`src/rtl/core/ic4k_pkg.sv`:
```
// ----------------------------------------------------------------------------
// ic4k_pkg
// Shared types and constants of the four-kernel 3x3 image convolution filter.
// ----------------------------------------------------------------------------
package ic4k_pkg;

    localparam int DEF_MAX_WIDTH  = 1024;
    localparam int DEF_MAX_HEIGHT = 1024;

    localparam int CFG_SIZE_W = 11;
    localparam int CFG_DATA_W = 11;
    localparam int CFG_IDX_W  = 2;
    localparam int SUM_W      = 14;
    localparam int QUO_W      = 13;
    localparam int DIVR_W     = 10;
    localparam int DIV_STEPS  = QUO_W;
    localparam int STEP_W     = 4;

    localparam logic [CFG_IDX_W-1:0] REG_MODE    = 2'd0;
    localparam logic [CFG_IDX_W-1:0] REG_DIVISOR = 2'd1;
    localparam logic [CFG_IDX_W-1:0] REG_WIDTH   = 2'd2;
    localparam logic [CFG_IDX_W-1:0] REG_HEIGHT  = 2'd3;

    localparam logic [1:0] MODE_GAUSS   = 2'd0;
    localparam logic [1:0] MODE_EMBOSS  = 2'd1;
    localparam logic [1:0] MODE_AVERAGE = 2'd2;
    localparam logic [1:0] MODE_HLINE   = 2'd3;

    typedef struct packed {
        logic [7:0] red_in;
        logic [7:0] green_in;
        logic [7:0] blue_in;
        logic       frame_start;
    } t_in_word;

    typedef struct packed {
        logic [9:0] out_row;
        logic [9:0] out_col;
        logic [7:0] red_out;
        logic [7:0] green_out;
        logic [7:0] blue_out;
        logic       frame_end;
    } t_out_word;

    typedef struct packed {
        logic capture;
        logic compute;
        logic div_step;
        logic out_load;
    } t_cmd;

    typedef struct packed {
        logic emit;
        logic use_div;
    } t_status;

endpackage

```
`src/rtl/core/ic4k_ctrl.sv`:
```
// ----------------------------------------------------------------------------
// ic4k_ctrl
// Sequencer: takes a word, reads the line stores, divides, presents result.
// ----------------------------------------------------------------------------
module ic4k_ctrl (
    input  logic             i_clk,
    input  logic             i_rst_n,
    input  logic             i_in_valid,
    output logic             o_in_ready,
    output logic             o_out_valid,
    input  logic             i_out_ready,
    input  ic4k_pkg::t_status i_status,
    output ic4k_pkg::t_cmd    o_cmd
);
    import ic4k_pkg::*;

    localparam logic [2:0] ST_IDLE = 3'd0;
    localparam logic [2:0] ST_READ = 3'd1;
    localparam logic [2:0] ST_DIV  = 3'd2;
    localparam logic [2:0] ST_LOAD = 3'd3;

    logic [2:0]        r_state, n_state;
    logic [STEP_W-1:0] r_step, n_step;
    logic              r_out_valid, n_out_valid;

    always_comb begin
        n_state = r_state;
        n_step  = r_step;
        o_cmd   = '0;
        case (r_state)
            ST_IDLE: begin
                if (i_in_valid) begin
                    o_cmd.capture = 1'b1;
                    n_state = ST_READ;
                end
            end
            ST_READ: begin
                o_cmd.compute = 1'b1;
                n_step = '0;
                if (!i_status.emit) begin
                    n_state = ST_IDLE;
                end else if (i_status.use_div) begin
                    n_state = ST_DIV;
                end else begin
                    n_state = ST_LOAD;
                end
            end
            ST_DIV: begin
                o_cmd.div_step = 1'b1;
                n_step = r_step + STEP_W'(1);
                if (r_step == STEP_W'(DIV_STEPS - 1)) begin
                    n_state = ST_LOAD;
                end
            end
            ST_LOAD: begin
                // The output register takes the new word once it is empty or
                // its current word leaves at this edge.
                if (!r_out_valid || i_out_ready) begin
                    o_cmd.out_load = 1'b1;
                    n_state = ST_IDLE;
                end
            end
            default: begin
                n_state = ST_IDLE;
            end
        endcase
        n_out_valid = r_out_valid;
        if (o_cmd.out_load) begin
            n_out_valid = 1'b1;
        end else if (i_out_ready) begin
            n_out_valid = 1'b0;
        end
    end

    always_ff @(posedge i_clk) begin
        if (!i_rst_n) begin
            r_state     <= ST_IDLE;
            r_step      <= '0;
            r_out_valid <= 1'b0;
        end else begin
            r_state     <= n_state;
            r_step      <= n_step;
            r_out_valid <= n_out_valid;
        end
    end

    assign o_in_ready  = (r_state == ST_IDLE);
    assign o_out_valid = r_out_valid;

endmodule

```
`config.mk`:
```
export PLATFORM = sky130hd
export DESIGN_NAME = ic4k_ctrl
export DESIGN_NICKNAME = d
export VERILOG_FILES = /design/src/rtl/core/ic4k_pkg.sv /design/src/rtl/core/ic4k_ctrl.sv
export SDC_FILE = /design/constraint.sdc
export NUM_CORES = 1
export LEC_CHECK = 0
export BUFFER_PORTS_ARGS = -buffer_cell sky130_fd_sc_hd__buf_2
export CORE_AREA = 2 2 39 41
export DETAILED_ROUTE_END_ITERATION = 8
export DIE_AREA = 0 0 41 43
export SLEW_MARGIN = 20
export SYNTH_ARGS = -nofsm -noshare
export SYNTH_HDL_FRONTEND = slang
export SYNTH_SLANG_ARGS = --single-unit
```
`constraint.sdc`:
```
create_clock -name i_clk -period 4.13 [get_ports i_clk]
set_clock_uncertainty 0.2 [all_clocks]
set_input_delay 0.826 -clock i_clk [delete_from_list [all_inputs] [get_ports i_clk]]
set_output_delay 0.826 -clock i_clk [all_outputs]
set_load 0.02 [all_outputs]
```
* Word-level counts from Yosys, hierarchy flattened
Index checks and enable logic that the tools add are counted.
Operators by class: equal/unequal tests 7, add/sub/neg operators 1, reductions and logical operators 6, mux-type cells 15
Operators with widths (number):
- 3-bit two-way mux | 4
- 3-bit one-hot mux with 4 select lines | 1
- 1-bit two-way mux | 9
- 4-bit one-hot mux with 2 select lines | 1
- 3-bit by 2-bit == test with 1-bit output (second input constant) | 2
- 2-bit != test (second input constant) | 3
- 4-bit by 1-bit adder with 4-bit output (second input constant) | 1
- 4-bit == test (second input constant) | 1
- 2-bit nonzero test | 2
- 3-bit by 1-bit == test with 1-bit output (second input constant) | 1
- 3-bit zero test | 1
- 3-bit AND reduction | 1
- 1-bit zero test | 1
- 1-bit logical OR | 1
Storage, ports and cells: logic and storage cells 32, register bits 8, input port bits 6, output and inout port bits 6

* Depth between registers and ports, before layout
Gate-level depths: netlist of the first run.
word-level depth 5, depth in mapped cells 6, mapped depth without buffers 5

* Worst setup path before layout of the first run
OpenSTA, ideal clock, no wires.
path kind in2out, start in i_out_ready, end out o_cmd[0] (netlist name), stages 3, data arrival time 1.259 ns, path buffers 1, data required time 3.104 ns, setup slack 1.845 ns, path through and2b_2 > nor2b_1 > buf_4
RTL lines:
- start, declared | line ic4k_ctrl.sv:11 | input logic i_out_ready,
- end, declared | line ic4k_ctrl.sv:13 | output ic4k_pkg::t_cmd o_cmd

==> results.json, run 1 <==
{
  "grt_overflow": 0,
  "area_growth_pct": 17.7,
  "clockRootBuffer": "clkbuf_4",
  "drv_slew": 0,
  "vias_per_cell": 4.96,
  "ys_seq_area_share_pct": 29.1,
  "rr_endpoint": "r_state[1]$_SDFFE_PN0P_",
  "cts-hold-fix-buffers": 0,
  "syn_nets": 67,
  "synthFlopType": "dfxtp_1",
  "max_cap_violations": 0,
  "cp.required_ps": 3100,
  "worst_pin_slew_ps": 365,
  "place.gp.congestion": 0.683,
  "clk_latency_ps": 250,
  "holdPathEnd": "r_step[3]$_SDFFE_PN0P_",
  "cts_max_level": 1,
  "cts.sinks": 7,
  "end_kind": "output port",
  "drive_gt1_share_pct": 25.8,
  "yosysUniqueCellTypes": 27,
  "status": "completed",
  "die_area_um2": 1760,
  "post_cts_buffers": 0,
  "die_x_um": 41,
  "drc": 0,
  "cts_tree": "built",
  "post-dp-hpwl_um": 643,
  "cts_buffer_depth": 2,
  "maxSlewHeadroom_pct": 75.0,
  "finalHoldViolations": 0,
  "grt_max_degree": 11,
  "ir_worst_vdd_mv": 0.214,
  "grt_pass1_wl_um": 1320,
  "num_io_pins": 12,
  "rows": 14,
  "grtUsageTotal_pct": 11.4,
  "syn_inst": 54,
  "timing.final.ws_setup_ps": 1740,
  "place_ws_ps": 1730,
  "fmax_ghz": 0.418,
  "antenna_left": 0,
  "setup_tns_ps": 0,
  "placed_cell_area_um2": 541,
  "min_path_type": "flip-flop to flip-flop",
  "die_h_um": 43,
  "totalWireLength_um": 852,
  "criticalPathCategory": "primary input to output port",
  "syn_avg_cell_area_um2": 8.92,
  "final_cell_mix": "buf_2, ha_1, dfxtp_1",
  "postCtsResizedCells": 0,
  "num_vias": 407,
  "diodes": 0,
  "clk_pin_slew_worst_paths_ps": 50,
  "stdcell_count": 82,
  "r2r_start": "r_state[0]$_SDFFE_PN0P_",
  "reg2reg_depth": 5,
  "antenna_found_initial": 0,
  "critPathLaunchType": "primary input",
  "cellLeakagePower_nw": 0.263,
  "layout.nets": 80,
  "core_area_um2": 1380,
  "worstHoldStart": "r_step[3]$_SDFFE_PN0P_",
  "arrival_ps": 1370,
  "final_common_cell": "buf_2",
  "drt-pass1-iter-count": 2,
  "yosysWarnings": 0,
  "final-setup-viol-count": 0,
  "power.density_nw_per_um2": 470,
  "start_util_pct": 34.8,
  "rsz0062_at_grt": "false",
  "ys_ff_latch": 7,
  "period_minus_slack_ps": 2390,
  "drtIter0Drc": 5,
  "timing.hold.ws_ps": 306,
  "timing.final.crit_share_pct": 58.0,
  "wl_per_cell_um": 10.4,
  "synth_area_um2": 482,
  "dp.cells": 78,
  "critPathMaxFanout": 2,
  "whs_path_depth": 2,
  "synth_edf_count": 0,
  "async_flop_share_pct": 0,
  "final_area_um2": 567,
  "grt_pass1_vias": 332,
  "cts_buffers": 3,
  "regToRegSetupSlack_ps": 2440,
  "fill_cells": 150,
  "io_buffers": 11
}
==> synth_stat cells (all sizes together), types with 2 or more instances <==
cell type  count  area share (%)
dfxtp          7              29
ha             7              18
inv            5             3.9
nand3          4             5.2
and2           3             3.9
nand2          3             2.3
a21boi         2             3.9
and3b          2             3.6
buf            2             2.6
nor2b          2             2.6
o21a           2             3.1
o21ai          2             2.1
o22ai          2             2.6
==> cells by family (layout without fill, tap and decap cells) <==
group	Yosys count	after routing	share of synthesized area, %
AO/OA/AOI/OAI	11	11	17.1
adder cells (fa/ha/maj)	7	7	18.2
buffers and inverters	8	20	7.27
flip-flops	7	7	29.1
multiplexers	1	1	2.08
AND/OR/NAND/NOR	20	20	26.2
==> area by class of cell <==
cell class	count	area, µm²	share of cell area [%]
Clock buffer	4	26.3	4.64
Inverter	5	18.8	3.31
Multi-Input combinational cell	39	307	54.1
Sequential cell	7	140	24.7
Tap cell	16	20.0	3.53
Timing Repair Buffer	11	55.1	9.71
==> report_power, final <==
group	leakage [nW]	switching [W]	internal (W)
Clock	0.0150	0.0000241	0.0000368
Sequential	0.0568	0.0000104	0.0000757
Combinational	0.191	0.0000722	0.0000474
Total	0.263	0.000107	0.000160
==> per-stage QoR <==
step / power [W] / util (%)
floorplan: 0.000180 / -
global placement: 0.000207 / 39.1
detailed placement: 0.000207 / 39.1
CTS: 0.000273 / 41.0
global route: 0.000288 / 41.0
finish: 0.000267 / 41.0
==> state kept, by name (all words and copies together), names as in the netlist <==
register and cells:
r_state 2, o_out_valid 1, r_step 4
==> worst max-delay path, stage by stage <==
cell and delay, ps:
buf_2 80, and2b_2 210, nor2b_1 90, buf_2 160
==> per-layer routing <==
metal | track usage [%] | up-vias | share of wire (%)
met4 | 4.00 | 0 | 0
met2 | 17.8 | 12 | 46
met1 | 11.3 | 182 | 45
met3 | 7.85 | 0 | 8.1
li1 | - | 213 | -
met5 | 0 | - | 0
==> worst max-delay path by stage <==
stage	depth (start not counted)	end	slack, ps	start
final	4	o_cmd[0]	1740	i_out_ready
after CTS	4	o_cmd[0]	1730	i_out_ready
after global routing	4	o_cmd[0]	1680	i_out_ready
after detailed placement	4	o_cmd[0]	1730	i_out_ready
after floorplan	3	o_cmd[0]	1840	i_out_ready
after global placement	4	o_cmd[0]	1730	i_out_ready
No activity file was read; power rests on OpenSTA's default activity.
==> inputs of run 2 (changes only) <==
==> constraint.sdc (replaced) <==
create_clock -name i_clk -period 2.4 [get_ports i_clk]
set_clock_uncertainty 0.2 [all_clocks]
set_input_delay 0.48 -clock i_clk [delete_from_list [all_inputs] [get_ports i_clk]]
set_output_delay 0.48 -clock i_clk [all_outputs]
set_load 0.02 [all_outputs]
==> results.json, run 2 (synthesis gave the netlist of run 1 again) <==
{
  "p_int_w": 0.000275,
  "die_area_um2": 1760,
  "final-setup-viol-count": 0,
  "drive_gt1_share_pct": 25.8,
  "drc": 0,
  "p_sw_w": 0.000182,
  "postCtsResizedCells": 0,
  "status": "completed",
  "combPwrFrac_pct": 45.3,
  "final_common_cell": "buf_2",
  "swShare_pct": 39.9,
  "grtUsageTotal_pct": 11.3,
  "totalWireLength_um": 855,
  "grt_max_degree": 11,
  "largest_reg_flops": 4,
  "core_area_um2": 1380,
  "clk_pin_slew_worst_paths_ps": 50,
  "clockRootBuffer": "clkbuf_4",
  "period_minus_slack_ps": 1980,
  "finalHoldViolations": 0,
  "die_x_um": 41,
  "place.gp.congestion": 0.683,
  "maxSlewHeadroom_pct": 74.1,
  "drv_slew": 0,
  "rows": 14,
  "worst_pin_slew_ps": 379,
  "top_register": "r_step",
  "drt-pass1-iter-count": 2,
  "die_h_um": 43,
  "antenna_found_initial": 0,
  "timing.hold.ws_ps": 299,
  "cts-hold-fix-buffers": 0,
  "vias_per_cell": 4.89,
  "rsz0062_at_grt": "false",
  "cts_buffer_depth": 2,
  "power.density_nw_per_um2": 807,
  "post_cts_buffers": 0,
  "grt_pass1_vias": 316,
  "r2r_start": "r_state[0]$_SDFFE_PN0P_",
  "end_kind": "output port",
  "criticalPathCategory": "flip-flop to output port",
  "dp.cells": 78,
  "total_power_w": 0.000458,
  "start_util_pct": 34.8,
  "cts_max_level": 1,
  "cp-startpoint": "r_state[0]$_SDFFE_PN0P_",
  "max_cap_violations": 0,
  "power_frac_seq_pct": 32.1,
  "stdcell_count": 82,
  "ir_worst_vdd_mv": 0.384,
  "fmax_ghz": 0.506,
  "timing.final.crit_share_pct": 82.4,
  "num_vias": 401,
  "drtIter0Drc": 2,
  "layout.nets": 80,
  "grt_pass1_wl_um": 1300,
  "final_area_um2": 567,
  "cts.sinks": 7,
  "min_path_type": "flip-flop to flip-flop",
  "power.share.clock_pct": 22.6,
  "diodes": 0,
  "area_growth_pct": 17.7,
  "setup_tns_ps": 0,
  "critPathMaxFanout": 10,
  "cellLeakagePower_nw": 0.263,
  "worstHoldStart": "r_step[3]$_SDFFE_PN0P_",
  "cts_tree": "built",
  "final_cell_mix": "buf_2, ha_1, dfxtp_1",
  "clk_latency_ps": 250,
  "post-dp-hpwl_um": 651,
  "io_buffers": 11,
  "cp.required_ps": 1720,
  "wl_per_cell_um": 10.4,
  "num_io_pins": 12,
  "placed_cell_area_um2": 541,
  "antenna_left": 0,
  "arrival_ps": 1300,
  "critPathLaunchType": "flip-flop",
  "cts_buffers": 3,
  "fill_cells": 144,
  "grt_overflow": 0
}
==> run 2: path summary, 6_finish.rpt <==
path | cells after the start | slack [ps] | to
worst max register to register | 5 | 710 | r_state[1]$_SDFFE_PN0P_
worst min register to register | 2 | 300 | r_step[3]$_SDFFE_PN0P_
worst max-delay path | 3 | 420 | o_cmd[1]
worst min-delay path | 2 | 300 | r_step[3]$_SDFFE_PN0P_
==> run 2: worst max-delay path: stages (launching register included) <==
cell and delay, ps:
dfxtp_1 350, inv_1 110, ha_1 360, buf_2 230
==> run 2: per-stage QoR <==
stage	setup slack, ps	util (%)
6_report	423	41.0
5_1_grt	317	41.0
4_1_cts	398	41.0
3_5_place_dp	685	39.1
3_3_place_gp	675	39.1
2_1_floorplan	716	-
==> run 2: area by class of cell <==
class	instances	area (µm²)	area share, %
clock buffers	4	26.3	4.64
inverters	5	18.8	3.31
multi-input cells	39	307	54.1
flip-flops and latches	7	140	24.7
well taps	16	20.0	3.53
repair buffers	11	55.1	9.71
==> run 2: power by group through the flow <==
stage	Combinational, W	Clock, W	Sequential, W
floorplan	0.000163	0	0.000147
global placement	0.000205	0	0.000150
detailed placement	0.000207	0	0.000150
CTS	0.000208	0.000110	0.000148
global route	0.000227	0.000116	0.000151
finish	0.000207	0.000103	0.000147
==> run 2: per-layer routing <==
layer / up-vias / GRT usage (%) / share of wire (%)
met5: - / 0 / 0
met1: 176 / 12.9 / 51
met3: 0 / 7.85 / 7.1
met2: 11 / 15.9 / 42
met4: 0 / 4.00 / 0
li1: 214 / - / -
